## config.mk

```make
export PLATFORM = sky130hd
export DESIGN_NAME = bshm_extract
export DESIGN_NICKNAME = d
export VERILOG_FILES = /design/src/rtl/bshm_pkg.sv /design/src/rtl/bshm_extract.sv
export SDC_FILE = /design/constraint.sdc
export NUM_CORES = 1
export LEC_CHECK = 0
export BUFFER_PORTS_ARGS = -buffer_cell sky130_fd_sc_hd__buf_2
export CORE_MARGIN = 3
export CORE_UTILIZATION = 41
export DETAILED_ROUTE_END_ITERATION = 16
export PLACE_DENSITY_LB_ADDON = 0.15
export SLEW_MARGIN = 25
export SYNTH_ARGS = -nofsm -noshare
export SYNTH_HDL_FRONTEND = slang
export SYNTH_SLANG_ARGS = --single-unit
```

## constraint.sdc

```tcl
create_clock -name clk -period 7.6 [get_ports clk]
set_clock_uncertainty 0.1 [all_clocks]
set_input_delay 1.14 -clock clk [delete_from_list [all_inputs] [get_ports clk]]
set_output_delay 1.14 -clock clk [all_outputs]
set_load 0.01 [all_outputs]
```

## src/rtl/bshm_pkg.sv

```systemverilog
// Shared constants, codes and helper functions for the bit-select hash map.
`timescale 1ns / 1ps
`default_nettype none
package bshm_pkg;

  localparam int DEF_WAYS           = 4;
  localparam int DEF_MAX_INDEX_BITS = 10;

  localparam int KEY_W = 32;
  localparam int VAL_W = 32;

  // Opcodes
  localparam logic [1:0] OP_FIND  = 2'd0;
  localparam logic [1:0] OP_ADD   = 2'd1;
  localparam logic [1:0] OP_CLEAR = 2'd2;

  // Status codes
  localparam logic [1:0] ST_OK   = 2'd0;
  localparam logic [1:0] ST_FULL = 2'd1;
  localparam logic [1:0] ST_ZERO = 2'd2;

  // Isolate the lowest set bit.
  function automatic logic [KEY_W-1:0] lsb_of(input logic [KEY_W-1:0] v);
    lsb_of = v & (~v + KEY_W'(1));
  endfunction

endpackage
`default_nettype wire

```

## src/rtl/bshm_extract.sv

```systemverilog
// Iterative bit-extract unit: peels one selected bit per cycle.
`timescale 1ns / 1ps
`default_nettype none
module bshm_extract import bshm_pkg::*; #(
  parameter int MAX_INDEX_BITS = DEF_MAX_INDEX_BITS
) (
  input  wire logic                                  clk,
  input  wire logic                                  rst_n,
  input  wire logic                                  start,
  input  wire logic [KEY_W-1:0]                      key,
  input  wire logic [KEY_W-1:0]                      sel,
  output logic                                       done,
  output logic [MAX_INDEX_BITS-1:0]                  idx,
  output logic [KEY_W-1:0]                           picked,
  output logic [$clog2(MAX_INDEX_BITS+1)-1:0]        n
);

  localparam int NW = $clog2(MAX_INDEX_BITS + 1);

  logic                      busy_r;
  logic [KEY_W-1:0]          rem_r;
  logic [KEY_W-1:0]          key_r;
  logic [MAX_INDEX_BITS-1:0] idx_r;
  logic [KEY_W-1:0]          pick_r;
  logic [NW-1:0]             n_r;
  logic                      finish;
  logic [KEY_W-1:0]          low;
  logic                      kbit;

  assign finish = (rem_r == '0) || (n_r == NW'(MAX_INDEX_BITS));
  assign low    = lsb_of(rem_r);
  assign kbit   = |(key_r & low);

  always_ff @(posedge clk) begin
    if (!rst_n) begin
      busy_r <= 1'b0;
    end else if (start) begin
      busy_r <= 1'b1;
    end else if (busy_r && finish) begin
      busy_r <= 1'b0;
    end
  end

  always_ff @(posedge clk) begin
    if (start) begin
      rem_r  <= sel;
      key_r  <= key;
      idx_r  <= '0;
      pick_r <= '0;
      n_r    <= '0;
    end else if (busy_r && !finish) begin
      rem_r  <= rem_r & ~low;
      pick_r <= pick_r | low;
      idx_r  <= idx_r | (MAX_INDEX_BITS'(kbit) << n_r);
      n_r    <= n_r + NW'(1);
    end
  end

  assign done   = busy_r && finish;
  assign idx    = idx_r;
  assign picked = pick_r;
  assign n      = n_r;

endmodule
`default_nettype wire

```

# Yosys cells after proc, flatten, opt, wreduce, memory -nomap -nowiden
# Index checks and enable logic that the tools add are counted.
[word_totals] ff_bits=111 inputBits=67 wordCells=29
[op_classes] n_addsub=2 eq_ne=1 shift=1 n_mux=4 n_bitwise=7 reduce_logical=8
[ops] cell="bitwise AND 32 bit" count=3
[ops] cell="two-way mux 32 bit" count=2
[ops] cell="inverter 32 bit" count=2
[ops] cell="adder 32 x 1 -> 32 bit (second input constant)" count=1
[ops] cell="zero test 32 bit" count=1
[ops] cell="OR 32 bit" count=1
[ops] cell="OR reduction 32 bit" count=1
[ops] cell="OR 10 bit" count=1
[ops] cell="left shift 1 x 4 -> 10 bit" count=1
[ops] cell="adder 4 x 1 -> 4 bit (second input constant)" count=1
[ops] cell="equality test 4 bit (second input constant)" count=1
[ops] cell="nonzero test 2 bit" count=2
[ops] cell="logical AND 1 bit" count=2
[ops] cell="two-way mux 1 bit" count=2
[ops] cell="zero test 1 bit" count=1
[ops] cell="logical OR 1 bit" count=1

# Logic depth before layout (Yosys ltp)
# Gate-level depths: netlist of the first run.
[logic_depth] word_depth=7 mapped_depth=9 depth_no_buf=7

# Worst setup path before layout of the first run
# No wires, ideal clock.
[synth_timing] path_kind="register to output" startpoint="reg rem_r[24]" endpoint="out done" arrival_time_ns=2.249 path_slack_ns=4.111 path_stages_with_launch=6 cell_sequence="edfxtp_1 > or4_4 > or4_4 > or3_4 > o31ai_1 > and2_1"
[synth_between] elab_chain_len=3
[synth_rtl] element="start: declaration" line="bshm_extract.sv:21" text="logic [KEY_W-1:0] rem_r;"
[synth_rtl] element="start signal: assignment" line="bshm_extract.sv:46" text="rem_r <= sel;"
[synth_rtl] element="start signal: assignment" line="bshm_extract.sv:52" text="rem_r <= rem_r & ~low;"
[synth_rtl] element="zero test 32 bit" line="bshm_extract.sv:30" text="assign finish = (rem_r == '0) || (n_r == NW'(MAX_INDEX_BITS));"
[synth_rtl] element="logical OR 1 bit" line="bshm_extract.sv:30"
[synth_rtl] element="logical AND 1 bit" line="bshm_extract.sv:59" text="assign done = busy_r && finish;"
[synth_rtl] element="end: declaration" line="bshm_extract.sv:12" text="output logic done,"
# No other way between the ends.

# Worst setup path after layout of the first run
[layout_timing] startpoint="reg rem_r[1]" endpoint="out done"
# Same word-level chain as after synthesis.

==> results of run 1 <==
==> area by class of cell <==
| cell class | count | area, um2 |
|---|---|---|
| Clock inverter | 7 | 72.6 |
| Tap cell | 140 | 175 |
| Inverter | 15 | 56.3 |
| Clock buffer | 9 | 225 |
| Timing Repair Buffer | 115 | 587 |
| Multi-Input combinational cell | 313 | 1770 |
| Sequential cell | 111 | 2860 |
| Fill cell | 1087 | 5380 |
==> through the flow <==
step / hold WS (ps) / setup slack (ps) / total power, mW / cell area, um2
CTS: 348 / 3370 / 1.32 / 5740
detailed placement: 337 / 3780 / 0.845 / 5440
global route: 372 / 3130 / 1.37 / 5740
global placement: 330 / 3870 / 0.841 / 5440
finish: 347 / 3400 / 1.31 / 5740
floorplan: 370 / 4110 / 0.790 / 4790
==> synthesized netlist by cell type (4+ instances only) <==
cell type  number  share of area
edfxtp_1       64           0.40
dfxtp_1        47           0.20
nor2_1         57          0.045
o22ai_1         5         0.0065
or3_1           4         0.0052
nor3_1         12          0.013
nand4_1         5         0.0065
nand2b_1       10          0.013
o21ai_0        42          0.044
o2111ai_1       4         0.0073
or4_1           4         0.0063
a31oi_1        19          0.025
and2_1          4         0.0052
clkbuf_1       23          0.018
a41oi_1         8          0.015
a21oi_1        13          0.014
o31ai_1         6         0.0094
nand2_1        64          0.050
nand3_1         7         0.0073
nor4_1          6         0.0078
inv_1          15          0.012
nand3b_1        4         0.0063
==> per-layer routing <==
| layer | track usage | up-vias | part of all wire |
|---|---|---|---|
| met5 | 0 | - | 0 |
| met4 | 0.0610 | 0 | 0.015 |
| met3 | 0.0460 | 12 | 0.064 |
| met2 | 0.297 | 134 | 0.46 |
| met1 | 0.279 | 1877 | 0.46 |
| li1 | - | 1910 | - |
==> kinds of logic after synthesis <==
| logic type | count (synthesis) | synth area share |
|---|---|---|
| compound gates | 114 | 0.160 |
| flops | 111 | 0.597 |
| buf+inv | 41 | 0.0342 |
| fa+ha+maj | 2 | 0.00522 |
| xor+xnor | 3 | 0.00548 |
| simple gates | 194 | 0.197 |
==> flip-flops by register name, indices dropped and copies added, names as in the netlist <==
register  flops
rem_r        32
picked       32
idx          10
busy_r        1
n             4
key_r        32
==> tightest hold or removal path, stage by stage, from the launching register on <==
cell	delay (ps)
dfxtp_1	310
inv_1	50
a21oi_1	50
==> power groups by stage <==
stage	sequential (mW)	clock, mW	combinational (mW)
after floorplan	0.717	0	0.0730
after global placement	0.733	0	0.108
after detailed placement	0.734	0	0.111
after CTS	0.721	0.492	0.111
after global routing	0.728	0.514	0.125
final	0.721	0.480	0.110
==> worst min-delay path by stage <==
| stage | to | slack, ps | cells after the start |
|---|---|---|---|
| 2_1_floorplan | idx[2] | 370 | 2 |
| 3_3_place_gp | idx[6] | 330 | 2 |
| 3_5_place_dp | idx[2] | 340 | 2 |
| 4_1_cts | idx[2] | 350 | 2 |
| 5_1_grt | idx[3] | 370 | 2 |
| 6_report | idx[7] | 350 | 2 |
==> results.ini, run 1 <==
[clocking]
post_cts_resized = 0
clk_pin_slew_ps = 70
clockBufferDepth = 2
cts_root_buf = clkbuf_16
worstSkewPairLatency_ps = 350
postCtsSetupBuffers = 0
cts_made_buffers = 9
cts_tree = yes
clock-sinks = 111
hold_buffers = 0
cts-htree-levels = 3

[yosys]
ys_types = 51
ys_seq_elements = 111
ys.flop_type = edfxtp_1
synth.cell_area_um2 = 4790
synth_cells = 465
async_reset_ff_frac = 0
syn-num-nets = 534
synth-edff-count = 64
yosysWarnings = 0
synth-seq-area-share = 0.597
syn_area_per_cell_um2 = 10.3

[floorplan]
die_h_um = 114
core_um2 = 11100
die_area_um2 = 13000
start_util = 0.431
die_width_um = 114
rows = 38
ios = 114

[setup_path]
crit_type = register to primary output
cp_slowest_cell = nor4_2
worst_r2r_path_depth = 7
regToRegEndpoint = idx[1]
cp-end-kind = primary output
rrSetupSlack_ps = 4140
critical_path.endpoint = done
required_ps = 6360
cpPeakStageDelay_ps = 600
startpoint = rem_r[1]
critPathBufInv = 1
cp.depth = 6
cpLargestDelayFamily = simple AND/OR/NAND/NOR gates
cp_max_fo = 9
start_kind = register
r2r-start = rem_r[1]
path_cells = nor4_2 -> nand4_1 -> or3_4 -> o31ai_1 -> and2_1 -> buf_2
cp.arrival_ps = 2960

[drt]
avgViaCountPerCell = 5.54
drt_first_pass_iters = 5
drt_wl_total_mm = 12.3
ant_nets = 0
detail_route.wl_per_cell_um = 17.3
route.detailed.drc = 0
drtIter0Drc = 334
via_count = 3933

[status]
status = finished, final reports clean

[power]
p_clk_frac = 0.366
p_sw_mw = 0.332
power.density_nw_per_um2 = 228
sw_frac_of_total = 0.253
power.internal_mw = 0.980
p_seq_frac = 0.550
leakagePower_nw = 2.23
ir_drop_uv = 162
p_comb_frac = 0.084

[cells_and_area]
utilization = 0.516
layoutNonFillerInstCount = 710
syn2layout_area_growth_pct = 19.9
nets = 634
drive_gt1_frac = 0.253
final_cell_mix = buf_2 (112), nand2_1 (64), edfxtp_1 (64)
antenna_cells = 0
final_common_cell = buf_2

[global_route]
grt_max_degree = 108
antenna_found_initial = 0
gr-total-overflow = 0
track_usage = 0.196
grt_first_pass_wirelength_mm = 19.8
grt_pass1_vias = 3746

[sta]
fmax_ghz = 0.238
maxSlewHeadroom = 0.490
min_period_over_period = 0.553
period_minus_slack_ps = 4200
finalSetupTns_ps = 0
max_slew.worst_pin.slew_ps = 765
setup_viol = 0
drv_slew = 0
finalHoldViolations = 0
rsz0062_at_grt = false

[placement]
dp_hpwl_mm = 8.74
portBuffers = 113
place.gp.congestion = 0.850
place_inst = 694

[min_path]
min_from = idx[7]
hold_path.class = register to register

[job]
drv_cap = 0

No activity file was read; power rests on OpenSTA's default activity.
==> inputs of run 2 (changes only) <==
- clock period: 7.6 -> 3.4 ns (I/O delays scaled with it)
==> results.ini, run 2 (synthesis results as in run 1) <==
[clocking]
cts_root_buf = clkbuf_16
post_cts_resized = 0  ; unchanged
clockBufferDepth = 2  ; unchanged
cts_tree = yes
cts-htree-levels = 3  ; unchanged
cts_made_buffers = 9  ; unchanged
clk_pin_slew_ps = 70  ; about the same
worstSkewPairLatency_ps = 350  ; about the same
clock-sinks = 111  ; unchanged

[drt]
detail_route.wl_per_cell_um = 16.8  ; -2.9%
ant_nets = 0  ; unchanged
route.detailed.drc = 0  ; unchanged
avgViaCountPerCell = 5.40  ; -2.5%
drt_first_pass_iters = 4  ; -1
drtIter0Drc = 198  ; -41%
drt_wl_total_mm = 12.1  ; -1.0%
via_count = 3912  ; -0.53%

[global_route]
grt_max_degree = 70  ; -35%
gr-total-overflow = 0  ; unchanged
antenna_found_initial = 0  ; unchanged
track_usage = 0.190  ; -0.00559
grt_pass1_vias = 3768  ; +0.59%
grt_first_pass_wirelength_mm = 19.3  ; -2.7%

[floorplan]
die_width_um = 114  ; unchanged
core_um2 = 11100  ; unchanged
start_util = 0.431  ; unchanged
ios = 114  ; unchanged
die_h_um = 114  ; unchanged
die_area_um2 = 13000  ; unchanged
rows = 38  ; unchanged

[setup_path]
required_ps = 2790  ; -3570 ps
cp-end-kind = primary output
cp_max_fo = 7  ; -2
start_kind = register
cp.arrival_ps = 2730  ; -230 ps
rrSetupSlack_ps = 340  ; -3800 ps
crit_type = register to primary output

[cells_and_area]
drive_gt1_frac = 0.274  ; +0.0213
syn2layout_area_growth_pct = 22.2
final_common_cell = buf_2
utilization = 0.526  ; +0.0100
final_cell_mix = buf_2 (112), nand2_1 (64), edfxtp_1 (64)
layoutNonFillerInstCount = 724  ; +2.0%
antenna_cells = 0  ; unchanged
nets = 648  ; +2.2%

[sta]
rsz0062_at_grt = false
finalWorstSetupSlack_ps = 62.2  ; -3330 ps
period_minus_slack_ps = 3340
drv_slew = 0  ; unchanged
setup_viol = 0  ; unchanged
finalSetupTns_ps = 0  ; unchanged
max_slew.worst_pin.slew_ps = 568  ; -196 ps
maxSlewHeadroom = 0.618  ; +0.127
min_period_over_period = 0.982
fmax_ghz = 0.300
finalHoldViolations = 0  ; unchanged

[min_path]
hold_path.class = input pin to register

[placement]
pre_cts_ws_ps = 314  ; -3460 ps
place_inst = 706  ; +1.7%
portBuffers = 113  ; unchanged
place.gp.congestion = 0.831  ; -2.2%
dp_hpwl_mm = 8.75  ; +0.15%

[power]
ir_drop_uv = 214  ; +32%
power.density_nw_per_um2 = 493  ; +120%
leakagePower_nw = 2.31  ; +3.6%

[status]
status = finished, final reports clean

[job]
drv_cap = 0  ; unchanged

-- run 2: what timing repair did --
action                     CTS  global route
setup buffers                0             2
hold buffers                 0             0
setup endpoints to repair    0             1
-- run 2: critical path, cell delays in order (launching register included) --
cell	delay, ps
edfxtp_1	470
or4_1	550
or4_4	500
or3_4	380
o31ai_1	190
and2_1	150
buf_2	130
-- run 2: path summary, 6_finish.rpt --
check,start,end,depth (start not counted)
worst min-delay path,key[4],key_r[4],1
worst min register to register,idx[2],idx[2],2
worst max-delay path,rem_r[20],done,6
worst max register to register,rem_r[20],rem_r[15],6
-- run 2: metrics by stage --
stage               hold WS, ps  area, um2  power [mW]
CTS                         219       5840        2.91
finish                      232       5860        2.89
detailed placement          336       5560        1.91
global route                216       5860        3.03
global placement            331       5560        1.90
floorplan                   370       4790        1.77
-- run 2: cell type report --
cell class / instances / area [um2]
tap: 140 / 175
sequential: 111 / 2860
inverter: 15 / 56.3
clock buffer: 10 / 239
multi-input combinational: 313 / 1770
clock inverter: 6 / 41.3
fill: 1053 / 5270
timing repair buffer: 129 / 713
-- run 2: power by group --
part | switching [mW] | internal [mW] | total, mW | leakage (nW)
clock | 0.485 | 0.522 | 1.01 | 0.144
combinational | 0.158 | 0.116 | 0.275 | 1.14
sequential | 0.0874 | 1.52 | 1.60 | 1.02
total | 0.731 | 2.16 | 2.89 | 2.31
-- run 2: layer usage --
metal	share of wire	wire [um]	track usage	vias to the layer above
met5	0	0	0	-
met4	0.022	267	0.0823	0
met3	0.056	683	0.0259	19
met2	0.47	5650	0.290	129
met1	0.46	5530	0.271	1822
li1	-	-	-	1942
