## config.mk

```make
export PLATFORM = sky130hd
export DESIGN_NAME = bshm_ram
export DESIGN_NICKNAME = d
export VERILOG_FILES = /design/src/rtl/bshm_ram.sv
export SDC_FILE = /design/constraint.sdc
export NUM_CORES = 1
export LEC_CHECK = 0
export ABC_CLOCK_PERIOD_IN_PS = 4290
export BUFFER_PORTS_ARGS = -buffer_cell sky130_fd_sc_hd__buf_2
export CORE_ASPECT_RATIO = 1.4
export CORE_MARGIN = 5
export CORE_UTILIZATION = 35
export CTS_BUF_LIST = sky130_fd_sc_hd__clkbuf_4
export CTS_CLUSTER_SIZE = 30
export DETAILED_ROUTE_END_ITERATION = 10
export PLACE_DENSITY = 0.47
export SLEW_MARGIN = 20
export SYNTH_ARGS = -nofsm -noshare
export SYNTH_HDL_FRONTEND = slang
export SYNTH_SLANG_ARGS = --single-unit
export TNS_END_PERCENT = 30
```

## constraint.sdc

```tcl
create_clock -name clk -period 4.29 [get_ports clk]
set_clock_uncertainty 0.05 [all_clocks]
set_input_delay 0.2145 -clock clk [delete_from_list [all_inputs] [get_ports clk]]
set_output_delay 0.2145 -clock clk [all_outputs]
set_load 0.02 [all_outputs]
```

## src/rtl/bshm_ram.sv

```systemverilog
// Generic simple dual-port RAM with registered read.
`timescale 1ns / 1ps
`default_nettype none
module bshm_ram #(
  parameter int WIDTH = 32,
  parameter int DEPTH = 16
) (
  input  wire logic                     clk,
  input  wire logic                     we,
  input  wire logic [$clog2(DEPTH)-1:0] waddr,
  input  wire logic [WIDTH-1:0]         wdata,
  input  wire logic [$clog2(DEPTH)-1:0] raddr,
  output logic      [WIDTH-1:0]         rdata
);

  logic [WIDTH-1:0] mem [DEPTH];
  logic [WIDTH-1:0] rdata_r;

  always_ff @(posedge clk) begin
    if (we) begin
      mem[waddr] <= wdata;
    end
    rdata_r <= mem[raddr];
  end

  assign rdata = rdata_r;

endmodule
`default_nettype wire

```

Word-level counts from Yosys, hierarchy flattened. Memory sizes are Yosys's and may differ from the RTL's. A register that Yosys moved wholly into a read port is not among the register bits. Index checks and enable logic that the tools add are counted.

Eq/ne operators: 0. Add/sub/neg operators: 0. Reduce and logical (&&, ||, !) cells: 0. Div/mod/pow operators: 0. Shifts and indexed selects: 0. Mux-type cells: 2. Multiply operators: 0. Order comparisons: 0. Bitwise logic cells: 0.

Operator list (count): 1-bit two-way mux (2).

Bits in latches: 0. Memories kept: 1. Bits in registers: 0. Output and inout bits: 32. Bits in read-only memories: 0. Memory bits (writable): 512. Word-level logic and storage cells: 3.

Memories: mem (depth 16, bits a word 32, read ports 1, clocked after memory_dff 1, write ports 1, line 16) `logic [WIDTH-1:0] mem [DEPTH];`.

Longest topological paths before layout. Gate-level depths: netlist of run 1.

Depth after elaboration: 2. Depth in mapped cells: 5.

Worst setup path after synthesis of run 1. OpenSTA, ideal clock, no wires.

Kind: input to register. From: input port waddr[2]. To: memory mem[0][0] (enable). Path buffers: 0. Slack: 846 ps. Arrival time: 2933 ps. Data required time: 3779 ps. Stages on the path: 2. Path through: or3b_2 > nor3_1.

RTL lines: start, declared (line 10) `input wire logic [$clog2(DEPTH)-1:0] waddr,`; end, declared (line 16).

Straight into the memory's write port.

Worst setup path after layout of run 1.
From: input port waddr[2]. To: memory mem[1][8] (enable).

Straight into the memory's write port.

==> impl_metrics.yaml, run 1 <==
clock_network:
  hold_buffers: 37
  ctsLongestPathBuffers: 3
  clkLatencyLatePin_ps: 840
  postCtsSetupBuffers: 0
  htree_levels: 4
  clk_root_buffer_cell: "sky130_fd_sc_hd__clkbuf_4"
  cts_inserted_buffers: 135
  post_cts.resized_instances: 0
  cts_tree: "done"
  clkSlewWorstSetupHoldPaths_ps: 70
  clock_sinks: 544
synth:
  yosys_register_bits: 544
  yosys.area.top_type_share_pct: 77.4
  yosys_most_used_dff: "sky130_fd_sc_hd__edfxtp_1"
  post-synth-top-count-cell: "sky130_fd_sc_hd__edfxtp_1"
  seq_area_frac_synth_pct: 80.7
  muxShareOfSynthArea_pct: 14.5
  synth_area_leaders: "sky130_fd_sc_hd__edfxtp_1 77%, sky130_fd_sc_hd__mux4_2 15%, sky130_fd_sc_hd__dfxtp_1 3.2%"
  synthesis.yosys.warnings: 0
  yosys.area.top_type: "sky130_fd_sc_hd__edfxtp_1"
  synth_adder_area_share_pct: 0
  synthSimpleGateAreaFrac_pct: 1.27
  synth-compound-area-share_pct: 2.42
  synth_xor_area_share_pct: 0
  syn_inst: 838
  synth_common_cells: "512 x sky130_fd_sc_hd__edfxtp_1, 128 x sky130_fd_sc_hd__mux4_2, 64 x sky130_fd_sc_hd__a22oi_1"
  async_reset_ff_share_pct: 0
  synth_enable_flop_cells: 512
  synth.lib_cells_used.distinct: 18
  netlist_area_before_placement_sq_um: 19900
  syn_avg_cell_area_sq_um: 23.7
  mappedNetlistNets: 880
  synth_top_family_by_area: "multiplexers"
route:
  drt-total-wl_mm: 47.4
  drt_pass1_iterations: 4
  drtAntennaViolNets: 0
  viasPerCell: 5.04
  routed-via-count: 9617
  avgRoutedWirePerCell_um: 24.8
  detail_route.iter0.violations: 602
  remaining_drc_errors: 0
finish:
  syn_to_final_growth_pct: 17.9
  post_route_cells_drive_above_1_share_pct: 39.4
  register_area_sq_um: 16000
  fill_cells: 5014
  multiInputGateArea_sq_um: 3750
  final_util_pct: 41.6
  nets: 1112
power_and_ir_drop:
  power_density_nw_per_um2: 465
  power.leakage_nw: 7.67
  ir_worst_vdd_v: 0.000174
placement:
  globalplace.congestion: 0.688
  numPortBuffers: 73
  place.detailed.hpwl_mm: 25.9
worst_setup_path:
  cp-endpoint: "mem[1][8]"
  worst_ep_required_ps: 4700
  critPathLaunchType: "input pin"
  criticalPathCategory: "input pin to register"
  worst-endpoint-arrival_ps: 3040
  critical_path.endpoint_type: "register"
  worst_r2r_endpoint: "rdata[13]"
  critical_path.max_fanout: 20
  worst_r2r_src: "mem[2][13]"
  regToRegSetupSlack_ps: 2690
  critical_path.startpoint: "waddr[2]"
  rr_worst_depth: 3
floorplan:
  dieWidth_um: 211
  initial_core_utilization_pct: 35.3
  fp.coreArea_sq_um: 56300
  die_h_um: 292
  die_area_sq_um: 61700
  std_cell_rows: 103
  boundaryPins: 74
timing:
  timing.final.setup_violations: 0
  final.setup.tns_ps: 0
  finalHoldViolations: 0
  rsz_0062_raised_after_global_routing: "no"
  final_max_slew_viol_count: 0
  fin_crit_ps: 2620
  timing.fmax_mhz: 381
  finalCritPeriodShare_pct: 61.2
  slew-limit-headroom_pct: 27.9
  worst_slew_pin_slew_ps: 1080
flow_run:
  max_cap_violations: 0
global_routing:
  grt_antenna_before_repair: 2
  grt-ovfl-total: 0
  grt_start_max_net_pins: 74
  grt_util_all_layers_pct: 15.7
  grt_pass1_vias: 10800
  grt_pass1_wl_mm: 70.5
status:
  status: "complete, no violations"
hold_path:
  hold_class: "input pin to register"
  worst_hold_start: "waddr[1]"
worst min path at each step:
| stage | end | slack [ps] | cells after the start |
|---|---|---|---|
| CTS | mem[0][22] | 20 | 3 |
| floorplan | mem[0][0] | 260 | 0 |
| detailed placement | mem[12][3] | 560 | 1 |
| global placement | mem[6][22] | 550 | 1 |
| global route | mem[0][17] | 50 | 3 |
| finish | mem[0][17] | 120 | 3 |
placed cells by master (no fill, tap or decap), types with 3 or more instances in the layout:
| master | n |
|---|---|
| sky130_fd_sc_hd__nor2_4 | 13 |
| sky130_fd_sc_hd__clkinv_1 | 26 |
| sky130_fd_sc_hd__buf_2 | 71 |
| sky130_fd_sc_hd__inv_2 | 5 |
| sky130_fd_sc_hd__edfxtp_1 | 512 |
| sky130_fd_sc_hd__buf_4 | 26 |
| sky130_fd_sc_hd__dfxtp_1 | 32 |
| sky130_fd_sc_hd__bufinv_16 | 3 |
| sky130_fd_sc_hd__nand2_1 | 33 |
| sky130_fd_sc_hd__clkbuf_4 | 201 |
| sky130_fd_sc_hd__nor3_2 | 4 |
| sky130_fd_sc_hd__dlygate4sd3_1 | 37 |
| sky130_fd_sc_hd__a22oi_1 | 64 |
| sky130_fd_sc_hd__mux4_2 | 128 |
power by group:
group / total, W / internal [W] / switching [W]
Combinational: 0.000597 / 0.000236 / 0.000361
Clock: 0.00431 / 0.00232 / 0.00199
Sequential: 0.00598 / 0.00594 / 0.0000380
Total: 0.0109 / 0.00849 / 0.00239
worst max-delay path, cell delays in order:
cell	delay [ps]
sky130_fd_sc_hd__dlygate4sd3_1	530
sky130_fd_sc_hd__buf_2	130
sky130_fd_sc_hd__or3b_2	500
sky130_fd_sc_hd__dlygate4sd3_1	690
sky130_fd_sc_hd__nor2_4	500
sky130_fd_sc_hd__buf_4	460
cell families (layout without fill, tap and decap cells):
kind of cell,Yosys count,in the layout
compound gates,64,64
buf+inv,43,375
flops,544,544
mux,128,128
other cells,0,2
simple gates,59,59
state kept, by name, indices dropped and copies added, names as in the netlist:
signal  count
mem       512
rdata      32
stage by stage:
| stage | hold slack, ps | setup WS [ps] | total power, W | instance area (sq um) | std cells |
|---|---|---|---|---|---|
| final | 121 | 1670 | 0.0109 | 23400 | 1907 |
| after global routing | 49.5 | 1660 | 0.0114 | 23400 | 1907 |
| after CTS | 23.8 | 1750 | 0.0111 | 23400 | 1905 |
| after detailed placement | 558 | 1830 | 0.00668 | 21300 | 1631 |
| after global placement | 553 | 1830 | 0.00668 | 21300 | 1630 |
| after floorplan | 263 | 846 | 0.00641 | 19900 | 838 |
area by class of cell:
| type | count | share of cell area (%) |
|---|---|---|
| Timing Repair Buffer | 138 | 4.21 |
| Multi-Input combinational cell | 251 | 16.0 |
| Tap cell | 735 | 3.93 |
| Clock buffer | 201 | 6.45 |
| Clock inverter | 36 | 0.936 |
| Antenna cell | 2 | 0.0214 |
| Sequential cell | 544 | 68.4 |
layer usage:
metal	track usage, %	wire, um	vias to the layer above
met5	0	0	-
met4	5.17	845	0
met3	3.39	1790	67
met2	26.7	24700	229
met1	20.0	20000	5195
li1	-	-	4126
(Power assumes the default switching activity.)
==> run 2: changes to the inputs <==
--- a/config.mk
+++ b/config.mk
@@ -5,7 +5,7 @@
 export SDC_FILE = /design/constraint.sdc
 export NUM_CORES = 1
 export LEC_CHECK = 0
-export ABC_CLOCK_PERIOD_IN_PS = 4290
+export ABC_CLOCK_PERIOD_IN_PS = 2700
 export BUFFER_PORTS_ARGS = -buffer_cell sky130_fd_sc_hd__buf_2
 export CORE_ASPECT_RATIO = 1.4
 export CORE_MARGIN = 5
==> constraint.sdc (replaced) <==
create_clock -name clk -period 2.7 [get_ports clk]
set_clock_uncertainty 0.05 [all_clocks]
set_input_delay 0.135 -clock clk [delete_from_list [all_inputs] [get_ports clk]]
set_output_delay 0.135 -clock clk [all_outputs]
set_load 0.02 [all_outputs]
==> run 2 against run 1 <==
Compared with the run above:
- combinational power increased by 62%
- hold slack improved by 16 ps
- routed wire length fell by 3.2%
- sequential power up 59%
- final cell count is 1.2% higher
- power is 60% higher
- die area is the same
- via count about the same
- largest cell class unchanged
==> impl_metrics.yaml, run 2 (synthesized netlist as in run 1, its figures left out) <==
status:
  status: "complete, no violations"
worst_setup_path:
  worst_ep_required_ps: 3180
  critical-path-top-delay-family: "buffers and inverters"
  crit_path_cell_trace: "dlygate4sd3_1, buf_2, or3b_2, dlygate4sd3_1, nor2_4, buf_4"
  worst_path_largest_cell_delay_ps: 710
  regToRegSetupSlack_ps: 900
  critPathBufInv: 4
  critPathSlowestCell: "sky130_fd_sc_hd__dlygate4sd3_1"
  rr_worst_depth: 4
  worst-endpoint-arrival_ps: 2850
  critPathLaunchType: "input pin"
  critical_path.startpoint: "waddr[2]"
  critical_path.max_fanout: 14
  critical_path.endpoint_type: "register"
  worst_r2r_src: "mem[2][26]"
  worst_r2r_endpoint: "rdata[26]"
  criticalPathCategory: "input pin to register"
  critical-path-top-cell-by-count: "sky130_fd_sc_hd__dlygate4sd3_1"
hold_path:
  min_to: "mem[15][16]"
  hold_depth: 4
  hold_class: "input pin to register"
  worst_hold_start: "we"
clock_network:
  clkSlewWorstSetupHoldPaths_ps: 60
  clk_root_buffer_cell: "sky130_fd_sc_hd__clkbuf_4"
  ctsLongestPathBuffers: 3
  clock_sinks: 544
  cts_tree: "done"
  cts_inserted_buffers: 136
  hold_buffers: 45
  post_cts.resized_instances: 0
  clkLatencyLatePin_ps: 840
  htree_levels: 4
  postCtsSetupBuffers: 0
global_routing:
  grt_antenna_before_repair: 2
  grt_util_all_layers_pct: 15.3
  grt_pass1_wl_mm: 69.3
  grt-ovfl-total: 0
  grt_start_max_net_pins: 37
  grt_pass1_vias: 10800
floorplan:
  die_h_um: 292
  boundaryPins: 74
  die_area_sq_um: 61700
  fp.coreArea_sq_um: 56300
  std_cell_rows: 103
  initial_core_utilization_pct: 35.3
  dieWidth_um: 211
route:
  remaining_drc_errors: 0
  drt-total-wl_mm: 45.9
  detail_route.iter0.violations: 539
  viasPerCell: 4.98
  drt_pass1_iterations: 6
  avgRoutedWirePerCell_um: 23.8
  drtAntennaViolNets: 0
  routed-via-count: 9619
placement:
  place.detailed.hpwl_mm: 24.0
  globalplace.congestion: 0.688
  numPortBuffers: 73
timing:
  fin_crit_ps: 2370
  timing.final.setup_violations: 0
  rsz_0062_raised_after_global_routing: "no"
  worst_slew_pin_slew_ps: 796
  final.setup.tns_ps: 0
  timing.hold.ws_ps: 137
  timing.fmax_mhz: 422
  finalHoldViolations: 0
  slew-limit-headroom_pct: 46.8
  final_max_slew_viol_count: 0
  finalCritPeriodShare_pct: 87.8
finish:
  largest_reg_flops: 512
  syn_to_final_growth_pct: 20.0
  largest-register: "mem"
  post_route_cells_drive_above_1_share_pct: 40.2
  layout.cells.most_common: "sky130_fd_sc_hd__edfxtp_1"
  nets: 1131
  layout_common_cells: "512 x sky130_fd_sc_hd__edfxtp_1, 210 x sky130_fd_sc_hd__clkbuf_4, 128 x sky130_fd_sc_hd__mux4_2"
power_and_ir_drop:
  ir_worst_vdd_v: 0.000303
  power_density_nw_per_um2: 731
  power.leakage_nw: 7.85
flow_run:
  max_cap_violations: 0
[run 2: how the worst max path moves through the flow]
stage | end | cells past startpoint | slack (ps)
floorplan | mem[4][0] | 2 | -360
global placement | mem[1][14] | 4 | 650
detailed placement | mem[1][14] | 4 | 640
CTS | mem[1][10] | 6 | 420
global route | rdata[0] | 7 | 330
finish | mem[1][10] | 6 | 330
[run 2: area by class of cell]
cell class | instances | area (sq um)
timing repair buffer | 156 | 1350
fill | 4939 | 32500
multi-input combinational | 251 | 3760
clock inverter | 32 | 200
clock buffer | 210 | 1580
antenna | 2 | 5.00
tap | 735 | 920
sequential | 544 | 16000
[run 2: metrics by stage]
step / total power [W] / std cells / utilization [%] / setup WS (ps) / instance area [sq um]
floorplan: 0.0102 / 838 / - / -364 / 19900
global placement: 0.0106 / 1641 / 38.4 / 646 / 21600
detailed placement: 0.0106 / 1641 / 38.4 / 635 / 21600
CTS: 0.0177 / 1928 / 42.3 / 424 / 23800
global route: 0.0183 / 1930 / 42.3 / 326 / 23800
finish: 0.0174 / 1930 / 42.3 / 329 / 23800
[run 2: report_power, final]
part / switching [W] / total (W) / internal (W)
clock network: 0.00314 / 0.00696 / 0.00382
registers: 0.0000624 / 0.00950 / 0.00944
logic: 0.000565 / 0.000969 / 0.000404
total: 0.00377 / 0.0174 / 0.0137
[run 2: worst reg2reg max path, delay by kind of cell (launching register included)]
| kind | cells | cell delay (ps) |
|---|---|---|
| buffers and inverters | 1 | 580 |
| muxes | 1 | 470 |
| DFF | 1 | 370 |
| AOI/OAI and AO/OA | 1 | 190 |
| and+or+nand+nor | 1 | 50 |
[run 2: per-layer routing]
metal | track usage (%) | wire length [um] | up-vias
li1 | - | - | 4176
met1 | 19.8 | 19000 | 5111
met2 | 25.6 | 23700 | 266
met3 | 3.45 | 2380 | 66
met4 | 5.42 | 828 | 0
met5 | 0 | 0 | -
==> run 3: changes to the inputs <==
--- a/config.mk
+++ b/config.mk
@@ -9,11 +9,11 @@
 export BUFFER_PORTS_ARGS = -buffer_cell sky130_fd_sc_hd__buf_2
 export CORE_ASPECT_RATIO = 1.4
 export CORE_MARGIN = 5
-export CORE_UTILIZATION = 35
+export CORE_UTILIZATION = 55
 export CTS_BUF_LIST = sky130_fd_sc_hd__clkbuf_4
 export CTS_CLUSTER_SIZE = 30
 export DETAILED_ROUTE_END_ITERATION = 10
-export PLACE_DENSITY = 0.47
+export PLACE_DENSITY = 0.69
 export SLEW_MARGIN = 20
 export SYNTH_ARGS = -nofsm -noshare
 export SYNTH_HDL_FRONTEND = slang
==> run 3 against run 2 <==
Compared with the run above:
- non-clock buffer count grew 2
- critical path depth shrank 1
- count of clock-buffer cells in the layout shrank 18
- die area shrank 35%
- sequential cell count is the same
- via count shrank 0.33%
- critical path type unchanged
- critical endpoint is now mem[0][23]
==> impl_metrics.yaml, run 3 (synthesized netlist as in run 1, its figures left out) <==
clock_network:
  cts_tree: "done"
  postCtsSetupBuffers: 0
  clkSlewWorstSetupHoldPaths_ps: 70
  cts_inserted_buffers: 120
  htree_levels: 3
  post_cts.resized_instances: 0
  clkLatencyLatePin_ps: 830
  ctsLongestPathBuffers: 3
  hold_buffers: 40
  clock_sinks: 544
  clk_root_buffer_cell: "sky130_fd_sc_hd__clkbuf_4"
placement:
  placed_cells: 1375
  numPortBuffers: 73
  dp_slack_ps: 676
  globalplace.congestion: 0.707
  place.detailed.hpwl_mm: 23.0
floorplan:
  initial_core_utilization_pct: 55.6
  fp.coreArea_sq_um: 35700
  std_cell_rows: 82
  die_h_um: 235
  boundaryPins: 74
  die_area_sq_um: 40100
  dieWidth_um: 171
route:
  viasPerCell: 5.84
  routed-via-count: 9587
  drt-total-wl_mm: 42.3
  detail_route.iter0.violations: 847
  remaining_drc_errors: 0
  drt_pass1_iterations: 5
  drtAntennaViolNets: 0
  avgRoutedWirePerCell_um: 25.7
worst_setup_path:
  worst_r2r_endpoint: "rdata[8]"
  rr_worst_depth: 3
  critical_path.max_fanout: 19
  worst-endpoint-arrival_ps: 2250
  worst_r2r_src: "mem[2][8]"
  regToRegSetupSlack_ps: 1210
  critPathLaunchType: "input pin"
  criticalPathCategory: "input pin to register"
  critical_path.endpoint_type: "register"
  worst_ep_required_ps: 3150
timing:
  timing.hold.ws_ps: 120
  worst_slew_pin_slew_ps: 810
  timing.fmax_mhz: 557
  finalCritPeriodShare_pct: 66.5
  rsz_0062_raised_after_global_routing: "no"
  fin_crit_ps: 1800
  finalHoldViolations: 0
  final_max_slew_viol_count: 0
  slew-limit-headroom_pct: 46.0
  post-route-worst-setup-slack_ps: 903
  timing.final.setup_violations: 0
global_routing:
  grt_start_max_net_pins: 42
  grt_pass1_wl_mm: 64.0
  grt_pass1_vias: 10300
  grt_antenna_before_repair: 2
  grt_util_all_layers_pct: 21.9
  grt-ovfl-total: 0
finish:
  largest-register: "mem"
  syn_to_final_growth_pct: 16.6
  nets: 1117
  multiInputGateArea_sq_um: 3760
  fill_cells: 2471
  post_route_cells_drive_above_1_share_pct: 39.2
  layout_common_cells: "512 x sky130_fd_sc_hd__edfxtp_1, 192 x sky130_fd_sc_hd__clkbuf_4, 128 x sky130_fd_sc_hd__mux4_2"
  finalNonFillerCells: 1643
  final_util_pct: 64.8
  layout.cells.most_common: "sky130_fd_sc_hd__edfxtp_1"
  register_area_sq_um: 16000
  largest_reg_flops: 512
power_and_ir_drop:
  power_density_nw_per_um2: 718
  ir_worst_vdd_v: 0.000370
  total_power_w: 0.0166
  power.leakage_nw: 7.71
hold_path:
  hold_depth: 4
  min_to: "mem[1][5]"
  worst_hold_start: "waddr[3]"
  hold_class: "input pin to register"
status:
  status: "complete, no violations"
flow_run:
  max_cap_violations: 0
==> run 3: where the power goes <==
group,internal [W],total (W),switching (W)
logic,0.000391,0.000942,0.000551
clock network,0.00321,0.00618,0.00297
registers,0.00943,0.00949,0.0000593
==> run 3: how the worst max path moves through the flow <==
stage	from	endpoint	slack, ps	depth (start not counted)
floorplan	waddr[3]	mem[4][0]	-360	2
global route	waddr[1]	mem[0][3]	910	5
CTS	waddr[1]	mem[0][19]	950	5
finish	waddr[1]	mem[0][23]	900	5
detailed placement	waddr[2]	mem[0][2]	680	4
global placement	waddr[3]	mem[5][7]	660	4
==> run 3: final cells by class <==
type / count / area share, %
Multi-Input combinational cell: 251 / 16.3
Clock buffer: 192 / 6.23
Clock inverter: 33 / 0.557
Sequential cell: 544 / 69.2
Timing Repair Buffer: 158 / 5.25
Antenna cell: 3 / 0.0324
Tap cell: 462 / 2.50
==> run 3: layer usage <==
layer  track usage [%]  up-vias  wire length (um)
li1                  -     4152                 -
met4              7.22        0               816
met1              29.0     5098             16700
met5                 0        -                 0
met3              4.47       52              2190
met2              36.6      285             22600
==> run 3: metrics by stage <==
step | area, sq um | TNS, ps
detailed placement | 21200 | 0
global placement | 21200 | 0
floorplan | 19900 | -20810
finish | 23100 | 0
global route | 23100 | 0
CTS | 23100 | 0
==> run 3: worst max-delay path: stages <==
cell	delay [ps]
sky130_fd_sc_hd__dlygate4sd3_1	550
sky130_fd_sc_hd__buf_2	210
sky130_fd_sc_hd__nor3_4	190
sky130_fd_sc_hd__dlygate4sd3_1	890
sky130_fd_sc_hd__buf_12	260
